File: src/rtl/bll_pkg.sv
// Shared types, constants and character helpers for the BASIC line lexer.
package bll_pkg;

  localparam int unsigned MAX_LINE      = 255;
  localparam int unsigned KEYWORD_CHARS = 6;
  localparam int unsigned KW_IDX_W      = $clog2(KEYWORD_CHARS);
  localparam int unsigned KW_NUM        = 36;
  localparam int unsigned KW_TEXT_CHARS = 6;
  localparam int unsigned OUTQ_DEPTH    = 4;
  localparam int unsigned OUTQ_PTR_W    = $clog2(OUTQ_DEPTH);

  localparam logic [7:0] CH_LPAREN = 8'h28;
  localparam logic [7:0] CH_LT     = 8'h3C;
  localparam logic [7:0] CH_EQ     = 8'h3D;
  localparam logic [7:0] CH_GT     = 8'h3E;
  localparam logic [7:0] CH_DOLLAR = 8'h24;
  localparam logic [7:0] CH_PCT    = 8'h25;
  localparam logic [7:0] CH_DOT    = 8'h2E;
  localparam logic [7:0] CH_QUOTE  = 8'h22;
  localparam logic [7:0] CH_MINUS  = 8'h2D;
  localparam logic [7:0] LEN_MAX   = 8'hFF;

  typedef enum logic [3:0] {
    K_KEYWORD  = 4'd0,
    K_VARIABLE = 4'd1,
    K_NUMBER   = 4'd2,
    K_STRING   = 4'd3,
    K_OPERATOR = 4'd4,
    K_UNARY    = 4'd5,
    K_LE       = 4'd6,
    K_GE       = 4'd7,
    K_END      = 4'd8
  } kind_e;

  typedef enum logic [2:0] {
    E_OK        = 3'd0,
    E_NUM_ALPHA = 3'd1,
    E_OPEN_STR  = 3'd2,
    E_BAD_CHAR  = 3'd3,
    E_TOO_LONG  = 3'd4
  } err_e;

  typedef struct packed {
    kind_e       kind;
    logic [5:0]  kw;
    logic [7:0]  op;
    logic [7:0]  start;
    logic [7:0]  len;
    err_e        err;
    logic        last;
  } rec_t;

  // Records produced by one item, in order; cnt is 0 to 2.
  typedef struct packed {
    logic [1:0]      cnt;
    rec_t [1:0]      rec;
  } push_t;

  localparam logic [8*KW_TEXT_CHARS-1:0] KW_STR [KW_NUM] = '{
    "print", "input", "for", "to", "step", "next", "goto", "if", "then",
    "else", "dim", "gosub", "return", "clear", "abs", "and", "atn", "cos",
    "exp", "int", "log", "not", "or", "rnd", "sgn", "sin", "sqr", "tan",
    "len", "chr$", "mid$", "left$", "right$", "asc", "peek", "poke"
  };

  function automatic logic [7:0] kw_len(int unsigned i);
    logic [7:0] n;
    n = '0;
    for (int unsigned j = 0; j < KW_TEXT_CHARS; j++) begin
      if (KW_STR[i][8*j +: 8] != 8'h00) n = n + 8'd1;
    end
    return n;
  endfunction

  // Keyword text with its first character in the top byte.
  function automatic logic [8*KW_TEXT_CHARS-1:0] kw_left(int unsigned i);
    return KW_STR[i] << (8 * (KW_TEXT_CHARS - int'(kw_len(i))));
  endfunction

  function automatic logic is_digit(logic [7:0] c);
    return c inside {[8'h30:8'h39]};
  endfunction

  function automatic logic is_alpha(logic [7:0] c);
    return c inside {[8'h41:8'h5A], [8'h61:8'h7A]};
  endfunction

  function automatic logic is_space(logic [7:0] c);
    return c inside {8'h20, [8'h09:8'h0D]};
  endfunction

  function automatic logic is_numchar(logic [7:0] c);
    return is_digit(c) || (c == CH_DOT);
  endfunction

  function automatic logic is_wordchar(logic [7:0] c);
    return is_alpha(c) || is_digit(c) || (c == CH_DOLLAR) || (c == CH_PCT);
  endfunction

  function automatic logic [7:0] to_lower(logic [7:0] c);
    return (c inside {[8'h41:8'h5A]}) ? c + 8'd32 : c;
  endfunction

  function automatic rec_t mk_rec(kind_e kind, logic [5:0] kw, logic [7:0] op,
                                  logic [7:0] start, logic [7:0] len, err_e err,
                                  logic last);
    rec_t r;
    r.kind  = kind;
    r.kw    = kw;
    r.op    = op;
    r.start = start;
    r.len   = len;
    r.err   = err;
    r.last  = last;
    return r;
  endfunction

endpackage

File: src/rtl/bll_kw_match.sv
// Parallel case-folded match of the word buffer against the keyword table.
module bll_kw_match (
  input  logic [bll_pkg::KEYWORD_CHARS-1:0][7:0] wbuf_i,
  input  logic [7:0]                             wlen_i,
  output logic                                   hit_o,
  output logic [5:0]                             idx_o
);
  import bll_pkg::*;

  logic [KW_NUM-1:0]             hit;
  logic [8*KW_TEXT_CHARS-1:0]    kw_txt;

  always_comb begin
    kw_txt = '0;
    for (int unsigned i = 0; i < KW_NUM; i++) begin
      kw_txt = kw_left(i);
      hit[i] = (wlen_i == kw_len(i)) && (wlen_i <= 8'(KEYWORD_CHARS));
      for (int unsigned j = 0; j < KW_TEXT_CHARS; j++) begin
        if ((8'(j) < wlen_i) &&
            (wbuf_i[j] != kw_txt[8*(KW_TEXT_CHARS-j)-1 -: 8])) begin
          hit[i] = 1'b0;
        end
      end
    end
  end

  always_comb begin
    idx_o = '0;
    for (int i = KW_NUM - 1; i >= 0; i--) begin
      if (hit[i]) idx_o = 6'(i);
    end
  end

  assign hit_o = |hit;

endmodule

File: src/rtl/bll_core.sv
// Input register, lexer state and the per-character token step.
module bll_core (
  input  logic           clk_i,
  input  logic           rst_ni,
  input  logic           in_valid_i,
  output logic           in_ready_o,
  input  logic [7:0]     ch_i,
  input  logic           end_of_line_i,
  input  logic           room_i,
  output bll_pkg::push_t push_o
);
  import bll_pkg::*;

  typedef enum logic [2:0] {
    M_IDLE   = 3'd0,
    M_NUMBER = 3'd1,
    M_STRING = 3'd2,
    M_WORD   = 3'd3,
    M_PEND   = 3'd4
  } mode_e;

  logic                           in_vld_q;
  logic [7:0]                     ch_q;
  logic                           eol_q;
  logic                           adv;

  mode_e                          mode_q, mode_d;
  logic [7:0]                     pos_q, pos_d;
  logic [7:0]                     start_q, start_d;
  logic [7:0]                     wlen_q, wlen_d;
  logic [KEYWORD_CHARS-1:0][7:0]  wbuf_q, wbuf_d;
  logic                           prev_q, prev_d;
  logic                           disc_q, disc_d;

  logic                           kw_hit;
  logic [5:0]                     kw_idx;
  logic                           close_vld;
  rec_t                           close_rec;
  logic                           close_pv;
  logic                           cb;
  logic [1:0]                     n;
  push_t                          push_d;

  assign adv        = in_vld_q && room_i;
  assign in_ready_o = !in_vld_q || room_i;

  always_ff @(posedge clk_i or negedge rst_ni) begin
    if (!rst_ni) begin
      in_vld_q <= 1'b0;
    end else if (in_ready_o) begin
      in_vld_q <= in_valid_i;
    end
  end

  always_ff @(posedge clk_i) begin
    if (in_ready_o && in_valid_i) begin
      ch_q  <= ch_i;
      eol_q <= end_of_line_i;
    end
  end

  bll_kw_match u_kw (
    .wbuf_i (wbuf_q),
    .wlen_i (wlen_q),
    .hit_o  (kw_hit),
    .idx_o  (kw_idx)
  );

  // Record for the token in progress, if any.
  always_comb begin
    close_vld = (mode_q == M_NUMBER) || (mode_q == M_WORD) || (mode_q == M_PEND);
    close_pv  = 1'b0;
    case (mode_q)
      M_NUMBER: begin
        close_rec = mk_rec(K_NUMBER, '0, '0, start_q, wlen_q, E_OK, 1'b0);
        close_pv  = 1'b1;
      end
      M_WORD: begin
        if (kw_hit) begin
          close_rec = mk_rec(K_KEYWORD, kw_idx, '0, start_q, wlen_q, E_OK, 1'b0);
        end else begin
          close_rec = mk_rec(K_VARIABLE, '0, '0, start_q, wlen_q, E_OK, 1'b0);
          close_pv  = 1'b1;
        end
      end
      default: begin
        close_rec = mk_rec(K_OPERATOR, '0, wbuf_q[0], start_q, 8'd1, E_OK, 1'b0);
      end
    endcase
  end

  always_comb begin
    mode_d  = mode_q;
    pos_d   = pos_q;
    start_d = start_q;
    wlen_d  = wlen_q;
    wbuf_d  = wbuf_q;
    prev_d  = prev_q;
    disc_d  = disc_q;
    push_d  = '0;
    n       = '0;
    cb      = 1'b0;

    if (adv) begin
      if (eol_q) begin
        if (!disc_q) begin
          if (mode_q == M_STRING) begin
            push_d.rec[0] = mk_rec(K_END, '0, '0, start_q, '0, E_OPEN_STR, 1'b1);
            n = 2'd1;
          end else begin
            if (close_vld) begin
              push_d.rec[0] = close_rec;
              n = 2'd1;
            end
            push_d.rec[n[0]] = mk_rec(K_END, '0, '0, pos_q, '0, E_OK, 1'b1);
            n = n + 2'd1;
          end
        end
        mode_d  = M_IDLE;
        pos_d   = '0;
        start_d = '0;
        wlen_d  = '0;
        prev_d  = 1'b0;
        disc_d  = 1'b0;
      end else if (disc_q) begin
        n = '0;
      end else if (pos_q >= 8'(MAX_LINE)) begin
        push_d.rec[0] = mk_rec(K_END, '0, '0, 8'(MAX_LINE), '0, E_TOO_LONG, 1'b1);
        n      = 2'd1;
        disc_d = 1'b1;
        mode_d = M_IDLE;
      end else begin
        pos_d = pos_q + 8'd1;
        case (mode_q)
          M_STRING: begin
            if (ch_q == CH_QUOTE) begin
              push_d.rec[0] = mk_rec(K_STRING, '0, '0, start_q, wlen_q, E_OK, 1'b0);
              n      = 2'd1;
              prev_d = 1'b0;
              mode_d = M_IDLE;
            end else if (wlen_q != LEN_MAX) begin
              wlen_d = wlen_q + 8'd1;
            end
          end
          M_NUMBER: begin
            if (is_numchar(ch_q)) begin
              if (wlen_q != LEN_MAX) wlen_d = wlen_q + 8'd1;
            end else if (is_alpha(ch_q)) begin
              push_d.rec[0] = mk_rec(K_END, '0, '0, start_q, '0, E_NUM_ALPHA, 1'b1);
              n      = 2'd1;
              disc_d = 1'b1;
              mode_d = M_IDLE;
            end else begin
              cb = 1'b1;
            end
          end
          M_WORD: begin
            if (is_wordchar(ch_q)) begin
              if (wlen_q < 8'(KEYWORD_CHARS)) begin
                wbuf_d[wlen_q[KW_IDX_W-1:0]] = to_lower(ch_q);
              end
              if (wlen_q != LEN_MAX) wlen_d = wlen_q + 8'd1;
            end else begin
              cb = 1'b1;
            end
          end
          M_PEND: begin
            if (ch_q == CH_EQ) begin
              push_d.rec[0] = mk_rec((wbuf_q[0] == CH_LT) ? K_LE : K_GE, '0, '0,
                                     start_q, 8'd2, E_OK, 1'b0);
              n      = 2'd1;
              prev_d = 1'b0;
              mode_d = M_IDLE;
            end else begin
              cb = 1'b1;
            end
          end
          default: cb = 1'b1;
        endcase

        if (cb) begin
          if (close_vld) begin
            push_d.rec[0] = close_rec;
            n      = 2'd1;
            prev_d = close_pv;
          end
          mode_d = M_IDLE;
          if (is_space(ch_q)) begin
            mode_d = M_IDLE;
          end else if (ch_q == CH_QUOTE) begin
            mode_d  = M_STRING;
            start_d = pos_q + 8'd1;
            wlen_d  = '0;
          end else if (is_numchar(ch_q)) begin
            mode_d  = M_NUMBER;
            start_d = pos_q;
            wlen_d  = 8'd1;
          end else if (is_wordchar(ch_q)) begin
            mode_d    = M_WORD;
            start_d   = pos_q;
            wlen_d    = 8'd1;
            wbuf_d[0] = to_lower(ch_q);
          end else if ((ch_q == CH_LT) || (ch_q == CH_GT)) begin
            mode_d    = M_PEND;
            start_d   = pos_q;
            wlen_d    = 8'd1;
            wbuf_d[0] = ch_q;
          end else if ((ch_q >= CH_LPAREN) && (ch_q <= CH_GT)) begin
            if ((ch_q == CH_MINUS) && !prev_d) begin
              push_d.rec[n[0]] = mk_rec(K_UNARY, '0, '0, pos_q, 8'd1, E_OK, 1'b0);
            end else begin
              push_d.rec[n[0]] = mk_rec(K_OPERATOR, '0, ch_q, pos_q, 8'd1, E_OK, 1'b0);
            end
            n      = n + 2'd1;
            prev_d = 1'b0;
          end else begin
            push_d.rec[n[0]] = mk_rec(K_END, '0, '0, pos_q, '0, E_BAD_CHAR, 1'b1);
            n      = n + 2'd1;
            disc_d = 1'b1;
          end
        end
      end
    end
    push_d.cnt = n;
  end

  always_ff @(posedge clk_i or negedge rst_ni) begin
    if (!rst_ni) begin
      mode_q  <= M_IDLE;
      pos_q   <= '0;
      start_q <= '0;
      wlen_q  <= '0;
      prev_q  <= 1'b0;
      disc_q  <= 1'b0;
    end else begin
      mode_q  <= mode_d;
      pos_q   <= pos_d;
      start_q <= start_d;
      wlen_q  <= wlen_d;
      prev_q  <= prev_d;
      disc_q  <= disc_d;
    end
  end

  always_ff @(posedge clk_i) begin
    wbuf_q <= wbuf_d;
  end

  assign push_o = push_d;

`ifndef NO_ASSERTIONS
  a_disc_idle: assert property (@(posedge clk_i) disable iff (!rst_ni)
    disc_q |-> (mode_q == M_IDLE))
    else $error("discarding while a token is open");

  a_eol_clears: assert property (@(posedge clk_i) disable iff (!rst_ni)
    (adv && eol_q) |=> (pos_q == '0) && !disc_q && (mode_q == M_IDLE))
    else $error("line terminator did not restart the line");

  a_num_len: assert property (@(posedge clk_i) disable iff (!rst_ni)
    ((mode_q == M_NUMBER) || (mode_q == M_WORD) || (mode_q == M_PEND)) |-> (wlen_q != '0))
    else $error("open token with zero length");

  a_stall_hold: assert property (@(posedge clk_i) disable iff (!rst_ni)
    !adv |=> $stable(pos_q) && $stable(mode_q))
    else $error("state moved without an item");
`endif

endmodule

File: src/rtl/bll_outq.sv
// Four-entry token record queue: up to two records in, one out per cycle while out_ready_i is high.
module bll_outq (
  input  logic           clk_i,
  input  logic           rst_ni,
  input  bll_pkg::push_t push_i,
  output logic           room_o,
  output logic           out_valid_o,
  input  logic           out_ready_i,
  output bll_pkg::rec_t  rec_o
);
  import bll_pkg::*;

  rec_t                  mem_q [OUTQ_DEPTH];
  logic [OUTQ_PTR_W-1:0] wr_q, rd_q;
  logic [OUTQ_PTR_W:0]   cnt_q;
  logic                  pop;

  assign pop         = out_valid_o && out_ready_i;
  assign out_valid_o = (cnt_q != '0);
  assign room_o      = (cnt_q <= (OUTQ_PTR_W+1)'(OUTQ_DEPTH - 2));
  assign rec_o       = mem_q[rd_q];

  always_ff @(posedge clk_i or negedge rst_ni) begin
    if (!rst_ni) begin
      wr_q  <= '0;
      rd_q  <= '0;
      cnt_q <= '0;
    end else begin
      wr_q  <= wr_q + OUTQ_PTR_W'(push_i.cnt);
      rd_q  <= rd_q + OUTQ_PTR_W'(pop);
      cnt_q <= cnt_q + (OUTQ_PTR_W+1)'(push_i.cnt) - (OUTQ_PTR_W+1)'(pop);
    end
  end

  always_ff @(posedge clk_i) begin
    if (push_i.cnt != 2'd0) mem_q[wr_q] <= push_i.rec[0];
    if (push_i.cnt == 2'd2) mem_q[wr_q + OUTQ_PTR_W'(1)] <= push_i.rec[1];
  end

`ifndef NO_ASSERTIONS
  a_no_overflow: assert property (@(posedge clk_i) disable iff (!rst_ni)
    (push_i.cnt != 2'd0) |-> room_o)
    else $error("record pushed without room");

  a_cnt_bound: assert property (@(posedge clk_i) disable iff (!rst_ni)
    cnt_q <= (OUTQ_PTR_W+1)'(OUTQ_DEPTH))
    else $error("queue count out of range");

  a_pop_only: assert property (@(posedge clk_i) disable iff (!rst_ni)
    ((push_i.cnt == 2'd0) && pop) |=> (cnt_q == $past(cnt_q) - 1'b1))
    else $error("queue count wrong after a pop");
`endif

endmodule

File: src/rtl/basic_line_lexer.sv
// Top level of the BASIC line lexer: character input, token record output.
// Usage:
//   Input channel: one character per beat on ch_i, or a line terminator with
//   end_of_line_i set (ch_i ignored). Output channel: one token record per
//   beat; the last record of a line (end or error) has last_of_line_o set.
//   After an error the rest of the line gives no records, and the terminator
//   only starts the next line.
// Path: a record passes the input register, then the lexer step into the
//   record queue, before it is presented on the output; the lexer step
//   waits while the queue has fewer than two free entries.
// Throughput: one character per cycle while the queue has room. A character
//   that closes a token and starts an operator, or a terminator after an
//   open token, gives two records; the output side drains one record per
//   cycle, so a run of such characters is paced by the four-entry queue.
// Reset: line position, token state and queue are cleared; the block is
//   ready to take a character in the first cycle after reset.
// Stall: when out_ready_i is low the queue fills, and input is held off
//   once fewer than two entries are free; nothing is lost or repeated.
module basic_line_lexer (
  input  logic       clk_i,
  input  logic       rst_ni,
  input  logic       in_valid_i,
  output logic       in_ready_o,
  input  logic [7:0] ch_i,
  input  logic       end_of_line_i,
  output logic       out_valid_o,
  input  logic       out_ready_i,
  output logic [3:0] kind_o,
  output logic [5:0] keyword_index_o,
  output logic [7:0] operator_char_o,
  output logic [7:0] token_start_o,
  output logic [7:0] token_length_o,
  output logic [2:0] error_code_o,
  output logic       last_of_line_o
);
  import bll_pkg::*;

  push_t push;
  logic  room;
  rec_t  rec;

  bll_core u_core (
    .clk_i         (clk_i),
    .rst_ni        (rst_ni),
    .in_valid_i    (in_valid_i),
    .in_ready_o    (in_ready_o),
    .ch_i          (ch_i),
    .end_of_line_i (end_of_line_i),
    .room_i        (room),
    .push_o        (push)
  );

  bll_outq u_outq (
    .clk_i       (clk_i),
    .rst_ni      (rst_ni),
    .push_i      (push),
    .room_o      (room),
    .out_valid_o (out_valid_o),
    .out_ready_i (out_ready_i),
    .rec_o       (rec)
  );

  assign kind_o          = rec.kind;
  assign keyword_index_o = rec.kw;
  assign operator_char_o = rec.op;
  assign token_start_o   = rec.start;
  assign token_length_o  = rec.len;
  assign error_code_o    = rec.err;
  assign last_of_line_o  = rec.last;

endmodule
File: config.mk
export PLATFORM = sky130hd
export DESIGN_NAME = basic_line_lexer
export DESIGN_NICKNAME = d
export VERILOG_FILES = /design/src/rtl/bll_pkg.sv /design/src/rtl/bll_kw_match.sv /design/src/rtl/bll_core.sv /design/src/rtl/bll_outq.sv /design/src/rtl/basic_line_lexer.sv
export SDC_FILE = /design/constraint.sdc
export NUM_CORES = 1
export LEC_CHECK = 0
export BUFFER_PORTS_ARGS = -buffer_cell sky130_fd_sc_hd__clkbuf_2
export CAP_MARGIN = 30
export CORE_MARGIN = 2
export CORE_UTILIZATION = 40
export DETAILED_ROUTE_END_ITERATION = 6
export GPL_ROUTABILITY_DRIVEN = 0
export PLACE_DENSITY = 0.54
export SLEW_MARGIN = 40
export SYNTH_ARGS = -nofsm -noshare
export SYNTH_HDL_FRONTEND = slang
export SYNTH_SLANG_ARGS = --single-unit
export TNS_END_PERCENT = 30
File: constraint.sdc
create_clock -name clk_i -period 6.8 [get_ports clk_i]
set_input_delay 0 -clock clk_i [delete_from_list [all_inputs] [get_ports clk_i]]
set_output_delay 0 -clock clk_i [all_outputs]
set_load 0.02 [all_outputs]
---- Word-level counts from Yosys, hierarchy flattened ----
Memories as Yosys holds them, arrays and structs flattened.
Index checks and enable logic that the tools add are counted.
word-level totals
  bits in registers ....................... 94
  memory bits (writable) .................. 152
  input bits .............................. 13
  output and inout port bits .............. 40
  logic and storage cells ................. 669
  memories kept ........................... 1
operators by class
  $add $sub $neg .......................... 10
  $lt $le $gt $ge ......................... 26
  eq/ne operators ......................... 88
  multiplexer cells ....................... 415
  bitwise gates (word level) .............. 3
  reductions and logical operators ........ 108
memory list
  memory        depth  width  read ports  clocked after Yosys merged registers in  write ports  line            RTL
  u_outq.mem_q  4      38     1           0                                        2            bll_outq.sv:13  rec_t mem_q [OUTQ_DEPTH];
operator list
  cell                number
  $mux 76             12
  $mux 38             20
  $ne 8x7->1 const B  57
  $bwmux 76           4
  $mux 8              36
  $mux 1              257
  $mux 6              36
  $pmux 38 s3         1
  $logic_and 1x1->1   81
  $eq 8x6->1 const B  10
  $demux 38 s1        2
  $pmux 38 s2         1
  $bwmux 48           1
  $mux 2              23
  $mux 3              13
  $mux 36             1
  $reduce_or 36->1    1
  $mux 35             1
  $reduce_bool 8->1   4
  $demux 8 s3         1
  $eq 8x3->1 const B  3
  $ne 8x6->1 const B  3
  $pmux 8 s3          1
  $ne 5x4->1 const B  4
  46 further kinds    77

---- Longest topological paths before layout ----
Gate-level depths: netlist (run 1).
  depth in word-level cells ............... 65
  mapped depth ............................ 15
  depth with buffers taken out ............ 13

---- Modules after synthesis ----
A second synthesis (run 1) with hierarchy kept.
second synthesis, totals
  cell total of the unflattened synthesis .. 1315
  area, all modules ....................... 15437.3 µm²
by module, submodules not included
  module        instances  cells an instance  area each (µm²)  seq. area each (µm²)
  bll_outq      1          409                7880.1           4739.5
  bll_core      1          631                5819.3           2462.4
  bll_kw_match  1          275                1737.9           0.0

---- Worst setup path before layout (run 1) ----
No wires, ideal clock.
  path kind ............................... register -> register
  start point ............................. reg u_core.ch_q[1]
  end point ............................... mem u_outq.mem_q[0][0] in the netlist's numbering (enable)
  library setup time ...................... 487 ps
  arrival ................................. 5221 ps
  required time ........................... 6313 ps
  path slack .............................. 1092 ps
  stages on the path, launching flop included .. 13
  buffers on the path ..................... 3
  period minus slack after synthesis ...... 5708 ps
  cell sequence ........................... edfxtp_1 > buf_4 > buf_2 > nor3b_1 > a21oi_1 > nor4_2 > clkinv_1 > ha_1 > mux2_4 > a31o_1 > buf_6 > nor2b_1 > o31ai_1
RTL lines
  element                 line            RTL
  start, declared         bll_core.sv:23  logic [7:0] ch_q;
  start signal, assigned  bll_core.sv:57  ch_q <= ch_i;
  end, declared           bll_outq.sv:13

==> results of run 1 <==
## layout make-up
cell class | instances | area [um^2] | share of cell area (%)
multi-input cells | 972 | 6760 | 42.2
clock buffers | 35 | 737 | 4.60
well taps | 461 | 577 | 3.60
flip-flops and latches | 242 | 7090 | 44.2
clock inverters | 15 | 120 | 0.750
inverters | 21 | 78.8 | 0.492
repair buffers | 93 | 669 | 4.18
## cell families after synthesis
logic type,count (synthesis),share of synthesized area [%]
AOI/OAI and AO/OA,342,16.0
xor gates and xnor gates,15,0.920
adders and majority gates,15,1.37
buffers and inverters,113,3.73
DFF,242,49.6
muxes,59,7.47
and+or+nand+nor,541,20.9
## power breakdown
| group | total (uW) | internal [uW] | switching, uW | leakage (uW) |
|---|---|---|---|---|
| clock network | 1410 | 807 | 602 | 0.000413 |
| logic | 2270 | 811 | 1460 | 0.00289 |
| registers | 2290 | 2030 | 262 | 0.00239 |
## routing by layer
metal / vias up / share of wire (%) / track usage [%]
li1: 5326 / - / -
met1: 5668 / 45 / 33.4
met2: 468 / 46 / 37.5
met3: 92 / 6.5 / 2.75
met4: 0 / 2.9 / 6.06
met5: - / 0 / 0
## worst max-delay path by stage
stage / from / end / slack, ns
floorplan: u_core.ch_q[1] / u_outq.mem_q[0][0] / 1.09
global route: u_core.ch_q[3] / u_outq.mem_q[2][22] / 1.11
finish: u_core.ch_q[3] / u_outq.mem_q[2][22] / 1.46
detailed placement: u_core.ch_q[2] / u_outq.mem_q[2][2] / 1.42
CTS: u_core.ch_q[2] / u_outq.mem_q[2][22] / 1.41
global placement: u_core.ch_q[2] / u_outq.mem_q[2][2] / 1.47
## state kept, by name (all words and copies together) (netlist names)
register	count
u_core.disc_q	1
u_outq.rd_q	2
u_core.wlen_q	8
u_core.mode_q	3
u_core.start_q	8
u_outq.mem_q	148
u_core.prev_q	1
u_core.ch_q	8
u_core.eol_q	1
u_outq.cnt_q	3
u_core.pos_q	8
u_core.wbuf_q	48
u_outq.wr_q	2
u_core.in_vld_q	1
## repair_timing
action                                 4_1_cts  5_1_grt
buffers inserted                             0        0
endpoints found under the hold margin       48        0
gates resized for setup                      0        0
hold buffers                                12        0
## cells in the final DEF (no fill, tap or decap), types with 13 or more instances in the layout
cell,netlist,layout
nand4_1,36,36
or3_1,16,15
clkbuf_16,0,28
o22ai_1,13,13
nand3_1,48,48
and3_1,43,43
nand2b_1,16,16
a22oi_1,13,13
mux4_2,37,37
nand2_1,134,134
o21ai_0,64,62
a21oi_1,91,90
buf_4,6,20
a31oi_1,20,20
nor4_1,13,13
dfrtp_1,37,35
ha_1,14,14
nor2b_1,21,20
nor2_1,76,73
o31ai_1,14,13
clkbuf_2,0,51
inv_1,17,17
a221oi_1,13,13
nor3_1,52,50
mux2i_1,15,15
and2_1,13,13
edfxtp_1,205,205
## per-stage QoR
stage	area [um^2]	power [uW]	util [%]	hold WS, ns	instances
2_1_floorplan	14300	3810	-	-0.296	1327
3_5_place_dp	15000	4570	42.3	0.0521	1773
5_1_grt	16000	6300	45.3	0.0397	1839
4_1_cts	16000	5990	45.1	0.0124	1835
6_report	16000	5970	45.3	0.00103	1839
3_3_place_gp	14900	4520	42.0	0.180	1768
==> flow_summary.toml, run 1 <==
[timing]
fmax_mhz = 187
rsz0062_at_grt = "no"
slew-limit-headroom_pct = 42.4
tightest_slew_ns = 0.862
finalSetupViolCount = 0
maxSlewViolCount = 0
finalSetupTns_ns = 0
fin_crit_sh_pct = 78.5
fin_skew_ns = 0.0247
hold_viol = 0
worst_slack_ns = 1.46
period_minus_slack_ns = 5.34

[worst_setup_path]
path_buf_inv = 2
crit_type = "flip-flop to flip-flop"
worst-path-stages = 11
reg2reg_slack_ns = 1.46
crit_family = "simple AND/OR/NAND/NOR gates"
cpMaxStageDelayCell = "or4b_2"
cp_max_fo = 28
cp-start-kind = "flip-flop"
cp.required_ns = 7.01
crit_chain = "nor4_1 > nand2_1 > nor2_1 > nor2_2 > inv_1 > ha_1 > mux2_4 > a31o_1 > or4b_2 > o21ai_4 > buf_4"
cp_data_arrival_time_ns = 5.55
r2r_start = "u_core.ch_q[3]"
end_kind = "flip-flop"
max_stage_delay_ns = 1.06
r2r_end = "u_outq.mem_q[2][22]"
worstRegToRegCells = 11

[cts]
cts.clk_slew.worst_paths_ns = 0.06
cts_max_level = 1
insertion_delay_ns = 0.56
clockBufferDepth = 3
clock-sinks = 242
cts-root-buf = "clkbuf_16"
cts_buffers = 27
cts_tree = "yes"

[job]
maxCapViolCount = 0

[detailed_routing]
post_drt_wl_per_cell_um = 23.4
drc = 1
drtIter0Drc = 1196
dr_total_vias = 11600
routed_wirelength_mm = 43.0
dr.pass1.iters = 7
ant_nets = 0
via_per_inst = 6.28

[synthesis]
synthTopCellsByArea = "edfxtp_1, dfrtp_1, mux4_2"
yosysTopAreaCellShare_pct = 43.1
yosys_register_bits = 242
netlist_area_um2 = 14300
ys_types = 98
synth_top_cell_by_area = "edfxtp_1"
synth_flop_cell = "edfxtp_1"
yosysMostFrequentCell = "edfxtp_1"
yosys_warnings = 0
ys_seq_area_share_pct = 49.6
ys_async_sr_fraction_pct = 15.3
synth_fp_nets = 1355
synth_cells = 1327
avgSynthCellArea_um2 = 10.8
yosys-top-cells-count = "edfxtp_1, nand2_1, a21oi_1, nor2_1, o21ai_0"
synth_edf_count = 205

[hold_path]
hold_class = "input pin to async pin"

[power_and_ir_drop]
ir_worst_vdd_uv = 251
power_per_cell_area_nw_per_um2 = 372
leakagePower_uw = 0.00570

[floorplan]
core_um2 = 35400
dieHeight_um = 193
io_pins = 53
start_util_pct = 40.3
die_w_um = 193
num_rows = 69
die_area_um2 = 37200

[run_status]
status = "finished with violations"
failed_checks = "design-rule violations"

[grt]
antenna_found_initial = 0
grt_pass1_wl_mm = 66.3
grt_max_degree = 46
grt_pass1_vias = 11100
grt.total_usage_pct = 23.2
overflow = 0

[layout]
antenna_cells = 0
areaGrowthSynthToFinish_pct = 12.2
drive_above_1_share_pct = 15.5
nets = 1385
fillers = 3358

[placement]
dp_hpwl_mm = 31.2
io_buffers = 52
place_ws_ns = 1.42
No activity file was read; power rests on OpenSTA's default activity.
==> run 2, diff against run 1 <==
--- a/config.mk
+++ b/config.mk
@@ -11,7 +11,7 @@
 export CORE_UTILIZATION = 40
 export DETAILED_ROUTE_END_ITERATION = 6
 export GPL_ROUTABILITY_DRIVEN = 0
-export PLACE_DENSITY = 0.54
+export PLACE_DENSITY = 0.56
 export SLEW_MARGIN = 40
 export SYNTH_ARGS = -nofsm -noshare
 export SYNTH_HDL_FRONTEND = slang
==> constraint.sdc (replaced) <==
create_clock -name clk_i -period 4.4 [get_ports clk_i]
set_input_delay 0 -clock clk_i [delete_from_list [all_inputs] [get_ports clk_i]]
set_output_delay 0 -clock clk_i [all_outputs]
set_load 0.02 [all_outputs]
==> flow_summary.toml, run 2 (same netlist as run 1, synthesis figures left out) <==
[power_and_ir_drop]
power_switching_uw = 3620
ir_worst_vdd_uv = 377
p_int_uw = 5760
finalPower_uw = 9370
power_per_cell_area_nw_per_um2 = 571
switching_share_pct = 38.6
pwr-share-comb_pct = 38.4
pwr-share-seq_pct = 37.9
p_clk_share_pct = 23.7
leakagePower_uw = 0.00594

[worst_setup_path]
worstRegToRegCells = 10
r2r_end = "u_outq.mem_q[2][6]"
reg2reg_slack_ns = 0.24
cp_max_fo = 15
crit_type = "flip-flop to flip-flop"
cp.required_ns = 4.66
cp_data_arrival_time_ns = 4.42
end_kind = "flip-flop"
r2r_start = "u_core.ch_q[1]"
cp-start-kind = "flip-flop"

[layout]
utilization_pct = 46.3
regArea_um2 = 7090
antenna_cells = 0
layout_common_cells = "edfxtp_1, nand2_1, a21oi_1, nor2_1, buf_4"
areaGrowthSynthToFinish_pct = 14.9
largest-register = "u_outq.mem_q"
drive_above_1_share_pct = 18.0
nets = 1436
fin_cells = 1890
final_common_cell = "edfxtp_1"
largest_reg_flops = 148
fillers = 3301
multiInputGateArea_um2 = 6720
largestRegisters = "u_outq.mem_q x148, u_core.wbuf_q x48"

[cts]
cts_max_level = 1
cts.clk_slew.worst_paths_ns = 0.06
insertion_delay_ns = 0.57
clockBufferDepth = 3
cts_tree = "yes"
cts_resized = 0
cts-root-buf = "clkbuf_16"
cts_buffers = 28
clock-sinks = 242

[job]
maxCapViolCount = 0

[timing]
fmax_mhz = 240
fin_skew_ns = 0.0227
tightest_slew_ns = 0.932
hold_ws_ns = 0.153
finalSetupTns_ns = 0
period_minus_slack_ns = 4.16
rsz0062_at_grt = "no"
hold_viol = 0
fin_crit_sh_pct = 94.6
slew-limit-headroom_pct = 37.4
finalSetupViolCount = 0
maxSlewViolCount = 0

[hold_path]
whs_endpoint = "u_core.eol_q"
hold_class = "input pin to flip-flop"
holdCritStartpoint = "end_of_line_i"
hold_depth = 2

[placement]
dp.cells = 1824
dp_hpwl_mm = 31.4
io_buffers = 52

[floorplan]
start_util_pct = 40.3
num_rows = 69
die_area_um2 = 37200
io_pins = 53
die_w_um = 193
dieHeight_um = 193
core_um2 = 35400

[detailed_routing]
ant_nets = 0
dr.pass1.iters = 7
via_per_inst = 6.21
drc = 1
dr_total_vias = 11700
routed_wirelength_mm = 42.5
drtIter0Drc = 1272
post_drt_wl_per_cell_um = 22.5

[grt]
grt.total_usage_pct = 22.7
antenna_found_initial = 0
grt_pass1_wl_mm = 65.1
overflow = 0
grt_pass1_vias = 10900
grt_max_degree = 39

[run_status]
failed_checks = "design-rule violations"
status = "finished with violations"
-- run 2: timing repair --
| item | in CTS | in global routing |
|---|---|---|
| hold buffers | 14 | 0 |
| buffers inserted | 0 | 0 |
| endpoints found under the hold margin | 49 | 0 |
| setup endpoints to repair | 0 | 0 |
-- run 2: per-layer routing --
metal	part of all wire, %	track usage [%]	wire length [um]
met5	0	0	0
met4	3.7	7.66	1590
met3	7.6	3.80	3230
met2	45	35.8	19100
met1	44	31.9	18600
-- run 2: power groups by stage --
stage	Combinational, uW	Clock, uW	Sequential (uW)
3_5_place_dp	3570	0	3610
4_1_cts	3590	2260	3560
3_3_place_gp	3550	0	3580
5_1_grt	3910	2350	3620
2_1_floorplan	2570	0	3310
6_report	3600	2220	3550
-- run 2: how the worst max path moves through the flow --
stage,from,to,depth (start not counted)
final,u_core.ch_q[1],u_outq.mem_q[2][6],10
after global routing,u_core.ch_q[4],u_outq.mem_q[2][25],11
after CTS,u_core.ch_q[7],u_outq.mem_q[1][24],12
after detailed placement,u_core.ch_q[3],u_outq.mem_q[1][25],12
after global placement,u_core.ch_q[7],u_outq.mem_q[1][30],12
after floorplan,u_core.ch_q[1],u_outq.mem_q[3][0],13
-- run 2: per-stage QoR --
step / worst slack (ns) / cell area [um^2]
floorplan: -0.433 / 14300
detailed placement: 0.294 / 15300
global placement: 0.301 / 15300
finish: 0.237 / 16400
global route: 0.0826 / 16400
CTS: 0.277 / 16400
-- run 2: critical path: stages (launching register included) --
cell,delay (ns)
edfxtp_1,0.62
and4bb_1,0.36
nand4_1,0.21
o2111a_1,0.34
nor4bb_1,0.66
nand3_1,0.15
a2bb2oi_1,0.20
buf_4,0.23
or4b_1,0.54
o21ai_4,0.25
buf_4,0.29
-- run 2: final cells by class --
| class | count | share of cell area, % |
|---|---|---|
| inverter | 21 | 0.481 |
| sequential | 242 | 43.2 |
| clock buffer | 35 | 4.49 |
| tap | 461 | 3.52 |
| multi-input combinational | 972 | 41.0 |
| clock inverter | 16 | 0.900 |
| timing repair buffer | 143 | 6.43 |
